==> src/design/lpkt_pkg.sv <==
`timescale 1ns / 1ps
// lpkt_pkg: shared types and codes for the linear probe key table
// request and result payload structs, status and opcode codes, default sizes
// no dependencies

package lpkt_pkg;

  localparam int TABLE_DEPTH_DEF = 64;
  localparam int KEY_BYTES_DEF   = 8;
  localparam int CFG_W           = 7;

  localparam logic [CFG_W-1:0] TABLE_SIZE_RST = 7'd64;

  localparam logic OP_INSERT = 1'b0;
  localparam logic OP_SEARCH = 1'b1;

  localparam logic [2:0] ST_INSERTED  = 3'd0;
  localparam logic [2:0] ST_PRESENT   = 3'd1;
  localparam logic [2:0] ST_FULL      = 3'd2;
  localparam logic [2:0] ST_FOUND     = 3'd3;
  localparam logic [2:0] ST_NOT_FOUND = 3'd4;

  typedef struct packed {
    logic        opcode;
    logic [63:0] key;
  } req_t;

  typedef struct packed {
    logic [2:0] status;
    logic [5:0] slot_index;
    logic [6:0] comparisons;
  } res_t;

endpackage

==> src/design/linear_probe_key_table.sv <==
`timescale 1ns / 1ps
// linear_probe_key_table: open-addressing key table with linear probing
// hash by byte sum, modulo by a shared compare-subtract unit, one slot read per cycle
// depends on lpkt_pkg
//
// channel   direction  handshake                 payload
// cfg       in         cfg_valid / cfg_ready     cfg_data (table_size)
// req       in         req_valid / req_stall     req (opcode, key)
// res       out        res_valid / res_stall     res (status, slot_index, comparisons)
//
// a request moves from idle through the modulo steps, one per bit of the byte sum, SW being
// the byte sum width (11 for eight key bytes), then probes slots and pushes the result
// the sweep is bounded by the single read port of the key store, one slot per cycle
// an insert of an all-zero key skips hashing and probing
// after reset a clearing pass writes every slot with req_stall high
// a result waits in the output register under res_stall while the next request is taken

module linear_probe_key_table
  import lpkt_pkg::*;
#(
  parameter int TABLE_DEPTH = TABLE_DEPTH_DEF,
  parameter int KEY_BYTES   = KEY_BYTES_DEF
) (
  input  logic             clk,
  input  logic             rst,
  input  logic             cfg_valid,
  output logic             cfg_ready,
  input  logic [CFG_W-1:0] cfg_data,
  input  logic             req_valid,
  output logic             req_stall,
  input  req_t             req,
  output logic             res_valid,
  input  logic             res_stall,
  output res_t             res
);

  localparam int AW = $clog2(TABLE_DEPTH);
  localparam int NW = $clog2(TABLE_DEPTH + 1);
  localparam int KW = 8 * KEY_BYTES;
  localparam int SW = $clog2(KEY_BYTES * 255 + 1);
  localparam int MW = $clog2(SW);
  localparam int DW = SW + NW - 1;

  localparam logic [2:0] S_CLEAR = 3'd0;
  localparam logic [2:0] S_IDLE  = 3'd1;
  localparam logic [2:0] S_MOD   = 3'd2;
  localparam logic [2:0] S_PROBE = 3'd3;
  localparam logic [2:0] S_PUSH  = 3'd4;

  logic [2:0]       state;
  logic [AW-1:0]    clr_addr;
  logic [CFG_W-1:0] table_size;
  logic             op;
  logic [KW-1:0]    key_q;
  logic [NW-1:0]    n_q;
  logic [SW-1:0]    rem;
  logic [DW-1:0]    div;
  logic [MW-1:0]    mstep;
  logic [AW-1:0]    probe_addr;
  logic [NW-1:0]    issued;
  logic [NW-1:0]    visited;
  logic [NW-1:0]    count;
  logic [KW-1:0]    rd_data;
  logic [AW-1:0]    rd_slot;
  logic             rd_vld;
  res_t             res_q;

  logic [KW-1:0]    mem [TABLE_DEPTH];

  logic [NW-1:0]    n_cur;
  logic [SW-1:0]    byte_sum;
  logic             mod_ge;
  logic [SW-1:0]    rem_next;
  logic [NW-1:0]    addr_inc;
  logic [AW-1:0]    next_addr;
  logic             rd_empty;
  logic             rd_hit;
  logic             last;
  logic [NW-1:0]    cnt_inc;
  logic             mem_we;
  logic [AW-1:0]    mem_wa;
  logic [KW-1:0]    mem_wd;

  assign cfg_ready = 1'b1;
  assign req_stall = (state != S_IDLE);

  // slots in use, clamped to 1..TABLE_DEPTH
  always_comb begin
    if (table_size == '0) begin
      n_cur = NW'(1);
    end else if (int'(table_size) > TABLE_DEPTH) begin
      n_cur = NW'(TABLE_DEPTH);
    end else begin
      n_cur = NW'(table_size);
    end
  end

  always_comb begin
    byte_sum = '0;
    for (int b = 0; b < KEY_BYTES; b++) begin
      byte_sum = byte_sum + SW'(req.key[8*b +: 8]);
    end
  end

  assign mod_ge   = (DW'(rem) >= div);
  assign rem_next = mod_ge ? (rem - SW'(div)) : rem;

  assign addr_inc  = NW'(probe_addr) + NW'(1);
  assign next_addr = (addr_inc == n_q) ? '0 : AW'(addr_inc);

  assign rd_empty = (rd_data == '0);
  assign rd_hit   = (rd_data == key_q);
  assign last     = (visited == NW'(n_q - NW'(1)));
  assign cnt_inc  = count + NW'(!rd_empty);

  always_comb begin
    mem_we = 1'b0;
    mem_wa = rd_slot;
    mem_wd = key_q;
    if (state == S_CLEAR) begin
      mem_we = 1'b1;
      mem_wa = clr_addr;
      mem_wd = '0;
    end else if (state == S_PROBE && rd_vld && op == OP_INSERT && rd_empty) begin
      mem_we = 1'b1;
    end
  end

  always_ff @(posedge clk) begin
    if (mem_we) begin
      mem[mem_wa] <= mem_wd;
    end
    rd_data <= mem[probe_addr];
  end

  always_ff @(posedge clk) begin
    if (rst) begin
      state      <= S_CLEAR;
      clr_addr   <= '0;
      table_size <= TABLE_SIZE_RST;
      res_valid  <= 1'b0;
      rd_vld     <= 1'b0;
    end else begin
      if (cfg_valid && cfg_ready) begin
        table_size <= cfg_data;
      end
      if (state == S_PUSH && (!res_valid || !res_stall)) begin
        res_valid <= 1'b1;
      end else if (res_valid && !res_stall) begin
        res_valid <= 1'b0;
      end
      rd_vld  <= (state == S_PROBE) && (issued != n_q);
      rd_slot <= probe_addr;

      unique case (state)
        S_CLEAR: begin
          clr_addr <= clr_addr + AW'(1);
          if (clr_addr == AW'(TABLE_DEPTH - 1)) begin
            state <= S_IDLE;
          end
        end
        S_IDLE: begin
          if (req_valid) begin
            op    <= req.opcode;
            key_q <= req.key[KW-1:0];
            n_q   <= n_cur;
            rem   <= byte_sum;
            div   <= {n_cur, {(SW-1){1'b0}}};
            mstep <= MW'(SW - 1);
            res_q.status      <= (req.opcode == OP_INSERT) ? ST_FULL : ST_NOT_FOUND;
            res_q.slot_index  <= '0;
            res_q.comparisons <= '0;
            if (req.opcode == OP_INSERT && req.key[KW-1:0] == '0) begin
              state <= S_PUSH;
            end else begin
              state <= S_MOD;
            end
          end
        end
        S_MOD: begin
          rem   <= rem_next;
          div   <= div >> 1;
          mstep <= mstep - MW'(1);
          if (mstep == '0) begin
            probe_addr <= AW'(rem_next);
            issued     <= '0;
            visited    <= '0;
            count      <= '0;
            state      <= S_PROBE;
          end
        end
        S_PROBE: begin
          if (issued != n_q) begin
            probe_addr <= next_addr;
            issued     <= issued + NW'(1);
          end
          if (rd_vld) begin
            visited <= visited + NW'(1);
            count   <= cnt_inc;
            if (op == OP_INSERT) begin
              if (rd_empty) begin
                res_q.status     <= ST_INSERTED;
                res_q.slot_index <= 6'(rd_slot);
                state            <= S_PUSH;
              end else if (rd_hit) begin
                res_q.status     <= ST_PRESENT;
                res_q.slot_index <= 6'(rd_slot);
                state            <= S_PUSH;
              end else if (last) begin
                state <= S_PUSH;
              end
            end else begin
              if (!rd_empty && rd_hit) begin
                res_q.status      <= ST_FOUND;
                res_q.slot_index  <= 6'(rd_slot);
                res_q.comparisons <= 7'(cnt_inc);
                state             <= S_PUSH;
              end else if (last) begin
                res_q.comparisons <= 7'(cnt_inc);
                state             <= S_PUSH;
              end
            end
          end
        end
        S_PUSH: begin
          if (!res_valid || !res_stall) begin
            res   <= res_q;
            state <= S_IDLE;
          end
        end
        default: begin
          state <= S_IDLE;
        end
      endcase
    end
  end

`ifndef ASSERT_OFF
  a_probe_bound: assert property (@(posedge clk) disable iff (rst)
    state == S_PROBE |-> issued <= n_q)
    else $error("probe issued past slots in use");

  a_home_in_range: assert property (@(posedge clk) disable iff (rst)
    state == S_PROBE && $past(state) == S_MOD |-> NW'(probe_addr) < n_q)
    else $error("home slot outside table");

  a_write_window: assert property (@(posedge clk) disable iff (rst)
    mem_we |-> (state == S_CLEAR || (state == S_PROBE && op == OP_INSERT)))
    else $error("key store written outside clear or insert");

  a_found_counts: assert property (@(posedge clk) disable iff (rst)
    res_valid && res.status == ST_FOUND |-> res.comparisons != '0)
    else $error("found with no comparison");

  a_insert_no_count: assert property (@(posedge clk) disable iff (rst)
    res_valid && (res.status == ST_INSERTED || res.status == ST_PRESENT)
      |-> res.comparisons == '0)
    else $error("insert reported comparisons");
`endif

endmodule
==> config.mk <==
export PLATFORM = sky130hd
export DESIGN_NAME = linear_probe_key_table
export DESIGN_NICKNAME = d
export VERILOG_FILES = /design/src/design/lpkt_pkg.sv /design/src/design/linear_probe_key_table.sv
export SDC_FILE = /design/constraint.sdc
export NUM_CORES = 2
export LEC_CHECK = 0
export BUFFER_PORTS_ARGS = -buffer_cell sky130_fd_sc_hd__buf_2
export CAP_MARGIN = 30
export CORE_UTILIZATION = 40
export DETAILED_ROUTE_END_ITERATION = 12
export PLACE_DENSITY = 0.56
export SYNTH_ARGS = -nofsm -noshare
export SYNTH_HDL_FRONTEND = slang
export SYNTH_SLANG_ARGS = --single-unit
==> constraint.sdc <==
create_clock -name clk -period 6.75 [get_ports clk]
set_input_delay 0.675 -clock clk [delete_from_list [all_inputs] [get_ports clk]]
set_output_delay 0.675 -clock clk [all_outputs]
set_load 0.005 [all_outputs]
# After elaboration in Yosys (flattened, before gate mapping)
# Memories as Yosys holds them, arrays and structs flattened. A register that Yosys moved wholly into a read port is not among the register bits.
# Index checks and enable logic that the tools add are counted.
dict set report totals {
  ff_bits 187
  ramBits 4096
  input_bits 77
  out_inout_bits 19
  wordCells 146
  n_memories 1
}
dict set report op_classes {
  addsub 15
  order_cmp 2
  n_eq_ne 21
  mux 51
  bitwise 3
  reduce_logical 30
}
# memory words width read_ports rd_ports_with_merged_regs write_ports line_no
set mem_list {}
lappend mem_list {mem 64 64 1 1 1 linear_probe_key_table.sv:68} ;# logic [KW-1:0] mem [TABLE_DEPTH];
# cell n
set ops {}
lappend ops {{$logic_not A64 Y1} 2}
lappend ops {{$eq A64 B64 Y1} 1}
lappend ops {{$mux W64} 1}
lappend ops {{$mux W7} 9}
lappend ops {{$add A11 B8 Y11} 4}
lappend ops {{$pmux W7 S2} 3}
lappend ops {{$mux W3} 12}
lappend ops {{$mux W9} 4}
lappend ops {{$pmux W17 S2} 1}
lappend ops {{$mux W16} 2}
lappend ops {{$pmux W16 S2} 1}
lappend ops {{$mux W6} 4}
lappend ops {{$mux W11} 2}
lappend ops {{$pmux W11 S2} 1}
lappend ops {{$ge A11 B17 Y1} 1}
lappend ops {{$mux W17} 1}
lappend ops {{$pmux W3 S5} 1}
lappend ops {{$add A7 B1 Y7 const B} 2}
lappend ops {{$eq A7 B7 Y1} 2}
lappend ops {{$pmux W6 S2} 1}
lappend ops {{$reduce_and A4 Y1} 3}
lappend ops {{$reduce_and A6 Y1} 2}
lappend ops {{$add A10 B8 Y11} 1}
lappend ops {{$sub A11 B11 Y11} 1}
lappend ops {{other kinds (31)} 60}

# Logic depth before layout (Yosys ltp)
dict set report logic_depth {
  word_depth 9
  mapped_depth 17
  depth_no_buf 17
}

# Least setup slack after synthesis
# No wires, ideal clock.
dict set report synth_timing {
  kind {reg2reg}
  startpoint {register state[0]}
  endpoint {register key_q[0] (enable)}
  setup_time_ns 0.606
  t_arrival_ns 6.216
  t_required_ns 6.144
  path_slack_ns -0.072
  path_stages_with_launch 5
  path_buffers 1
  period_less_slack_ns 6.822
  cell_sequence {dfxtp_1 clkbuf_1 nor2b_1 nand2_1 nor3b_1}
}
dict set report synth_via {
  elab_chain_cells 2
}
# item line_no
set synth_lines {}
lappend synth_lines {{start: declaration} linear_probe_key_table.sv:50} ;# logic [2:0] state;
lappend synth_lines {{start signal: assignment} linear_probe_key_table.sv:138} ;# state <= S_CLEAR;
lappend synth_lines {{start signal: assignment} linear_probe_key_table.sv:159} ;# state <= S_IDLE;
lappend synth_lines {{start signal: assignment} linear_probe_key_table.sv:174} ;# state <= S_PUSH;
lappend synth_lines {{$eq A3 B1 Y1} linear_probe_key_table.sv:155} ;# unique case (state)
lappend synth_lines {{$reduce_and A3 Y1 (no line)} --}
lappend synth_lines {{end signal: assignment} linear_probe_key_table.sv:165} ;# key_q <= req.key[KW-1:0];
lappend synth_lines {{end: declaration} linear_probe_key_table.sv:54} ;# logic [KW-1:0] key_q;
# No other way between the ends.
# A chain may end at the register's enable or synchronous reset.

# Worst setup path in the final report
dict set report layout_timing {
  startpoint {register rd_data[13], read port of mem}
  endpoint {memory mem[20][62] (netlist bit) (enable)}
}
dict set report layout_via {
  elab_chain_cells 6
}
# item line_no
set layout_lines {}
lappend layout_lines {{start: declaration} linear_probe_key_table.sv:63} ;# logic [KW-1:0] rd_data;
lappend layout_lines {{$logic_not A64 Y1} linear_probe_key_table.sv:111} ;# assign rd_empty = (rd_data == '0);
lappend layout_lines {{$logic_and A1 B1 Y1} linear_probe_key_table.sv:124} ;# end else if (state == S_PROBE && rd_vld && op == OP_INSERT && rd_empty) begin
lappend layout_lines {{$mux W1} linear_probe_key_table.sv:124}
lappend layout_lines {{$mux W1} linear_probe_key_table.sv:120} ;# if (state == S_CLEAR) begin
lappend layout_lines {{$mux W1} linear_probe_key_table.sv:130} ;# if (mem_we) begin
lappend layout_lines {{$mux W1 (not written as such)} linear_probe_key_table.sv:131} ;# mem[mem_wa] <= mem_wd;
lappend layout_lines {{end: declaration} linear_probe_key_table.sv:68}
# No other way between the ends.

==> key figures <==
STA
  • # setup viols final: 0
  • Setup TNS: 0 ns
  • Tmin final: 5.19 ns
  • Slew Limit Fails: 0
  • Slew HR: 23.1%
  • Slew @ Worst Pin: 1.14 ns
  • Worst Clk Skew: 0.107 ns
  • RSZ-0062 raised after global routing: false
  • Final hold viol count: 0
  • Final worst-path cycle share: 76.9%
  • Final setup margin: 1.56 ns
  • Max Clock Freq: 193 MHz

Pwr
  • Pint: 43,700 uW
  • Seq pwr share: 53.7%
  • P_sw: 11,200 uW
  • Pwr per Cell Area: 284 mW/mm^2
  • Combinational share of power: 2.3%
  • Total power: 54,800 uW
  • Clk network pwr share: 44.0%
  • Leakage: 0.0514 uW
  • Switching share of total power: 20.4%
  • Worst VDD drop: 237 uV

Placed design
  • Pre-CTS setup slack: 1.45 ns
  • DP Area: 0.178 mm^2
  • Routability cong.: 0.902
  • Port bufs: 94
  • Hpwl dp: 276,000 um

Worst setup path
  • Crit Path Max Fanout: 20
  • Worst path cell trace: nor4_1, nand4_1, nor4_2, buf_4, nor2b_1, a31o_2, nand3_1, nor2_4, buf_4
  • Worst EP arrival: 5.83 ns
  • CP max stage delay: 0.92 ns
  • Worst path required time: 7.39 ns
  • Worst Setup End Kind: flip-flop
  • CP max-delay cell: nor2_4
  • CP dominant cell by count: buf_4
  • Critical path class: reg2reg
  • CP startpoint kind: flip-flop
  • CP top delay family: simple AND/OR/NAND/NOR gates
  • Buf/Inv on CP: 2

Drt
  • Vias: 79,000
  • Drt first pass iters: 8
  • DRT Wirelength: 482,000 um
  • Iteration-0 DRC Markers: 10,400
  • Via density: 5.92
  • Wirelength per Cell: 36.1 um
  • DR DRC count: 0
  • Routed Antenna Nets: 0

Worst hold path
  • HP Class: in2reg

Clock tree
  • Root Driver: clkbuf_16
  • Clock Latency Late Sink: 1.03 ns
  • H-tree levels: 5
  • Clk buf depth: 4
  • Post-CTS Resized: 0
  • Clock transition at path regs: 0.06 ns
  • CTS tree: done
  • Clk sinks: 4,347
  • Hold buffers post-CTS: 63
  • CTS Buf Count: 443
  • Setup bufs post-CTS: 0

Synth
  • #FFs+latches synth: 4,347
  • Number of synthesized flops with an enable pin: 4,265
  • Synth Flop Type: edfxtp_1
  • Synth Instances: 6,876
  • Asr flop ratio synth: 0%
  • Synth warnings: 0
  • Seq/Total Area, Yosys: 77.6%
  • Synthesized cell area: 0.167 mm^2
  • Synth Area per Inst: 24.3 um^2
  • Unique cell type count in the Yosys netlist: 50
  • Syn nets: 7,031

Global route
  • First-pass GRT wire length: 664,000 um
  • Initial antenna violation count: 38
  • Vias in the first global route: 79,800
  • GR Overflow Total: 0
  • Largest net degree at the start of global routing: 105
  • Total GRT Usage: 22.9%

Layout
  • Area delta synth->final: 15.5%
  • Finished layout cell area: 0.193 mm^2
  • Post-layout util: 46.4%
  • Commonest non-fill, non-tap cell in the layout: edfxtp_1
  • Layout cells sized above 1: 32.2%
  • Filler instances: 34,000
  • Most used cells in the layout excluding fill and tap cells: 4,265 x edfxtp_1, 1,344 x mux4_2, 452 x clkbuf_16
  • Nets@finish: 7,612

Floorplan
  • Core ar.: 0.416 mm^2
  • Num rows: 237
  • IO Pins: 96
  • DIE AREA: 0.420 mm^2
  • Initial core utilization: 40.1%
  • Die width: 648 um
  • Die H: 648 um

Run status
  • Status: complete, no violations

Flow run
  • Total of max-cap violations: 0
power groups by stage:
| stage | logic [uW] | registers [uW] | clock network [uW] |
|---|---|---|---|
| finish | 1230 | 29500 | 24200 |
| global route | 1360 | 29500 | 25500 |
| CTS | 1250 | 29500 | 24500 |
| detailed placement | 1210 | 30000 | 0 |
| global placement | 1210 | 30000 | 0 |
| floorplan | 759 | 30000 | 0 |
routing by layer:
metal | GRT usage [%] | wire (um) | part of all wire, %
met5 | 0 | 55 | 0.011
met3 | 3.26 | 36800 | 7.6
met1 | 31.9 | 193000 | 40
met2 | 36.9 | 231000 | 48
met4 | 8.45 | 21200 | 4.4
cell families after synthesis:
family	Yosys count	synth area share, %
other	1	0.00224
buffers and inverters	455	1.13
AO/OA/AOI/OAI	84	0.321
flip-flops	4347	77.6
AND/OR/NAND/NOR	424	1.27
adder cells (fa/ha/maj)	78	0.799
XOR/XNOR	122	0.639
multiplexers	1365	18.2
worst reg2reg max path: cells and delay by family, from the launching register on:
kind                   cells  cell delay, ns
and+or+nand+nor            6            3.24
DFF                        1            0.33
AOI/OAI and AO/OA          1            0.40
buffers and inverters      2            0.80
sequential cells by signal, indices dropped and copies added, names as in the netlist, 11 cells and up:
signal / cells
rd_data: 64
res: 16
res_q: 16
key_q: 64
mem: 4096
div: 17
rem: 11
cell type report:
class	instances	area [um^2]	area share, %
flip-flops and latches	4347	130000	67.2
multi-input cells	2074	36600	18.9
clock buffers	553	11900	6.14
well taps	5497	6880	3.56
repair buffers	472	5180	2.68
clock inverters	266	2440	1.26
inverters	119	447	0.231
diodes	11	27.5	0.0143
path summary, 6_finish.rpt:
kind / endpoint / from / slack [ns] / depth (start not counted)
setup / recovery: mem[20][62] / rd_data[13] / 1.56 / 9
hold / removal: key_q[2] / req[2] / 0.09 / 1
setup reg to reg: mem[20][62] / rd_data[13] / 1.56 / 9
hold reg to reg: res[4] / res_q[4] / 0.42 / 0
synth_stat cells, types with 4 or more instances:
cell type	n	area [um^2]
edfxtp_1	4265	128000
mux4_2	1344	30300
clkbuf_1	196	736
nor2_1	136	510
inv_1	118	443
buf_2	105	526
xor2_1	84	736
dfxtp_1	82	1640
nor2b_1	74	463
nand2_1	57	214
nor4_1	52	325
fa_1	48	961
xnor2_1	38	333
ha_1	30	375
buf_1	29	109
nand3_1	25	125
o21ai_0	21	105
nand4_1	19	119
a21oi_1	18	90.1
nor3_1	18	90.1
mux2i_1	17	170
and3_1	16	100
o22ai_1	8	50.1
or3_1	8	50.1
a21o_1	6	45.0
nand2b_1	6	37.5
o21a_1	6	45.0
buf_6	5	56.3
mux2_2	4	45.0
nand3b_1	4	30.0
metrics by stage:
stage               std cells  hold WS, ns
floorplan                6876        0.400
global placement        12400        0.405
detailed placement      12400        0.407
CTS                     13300      0.00208
global route            13300      0.00658
finish                  13300       0.0898
Power figures use the tool's default switching activity.
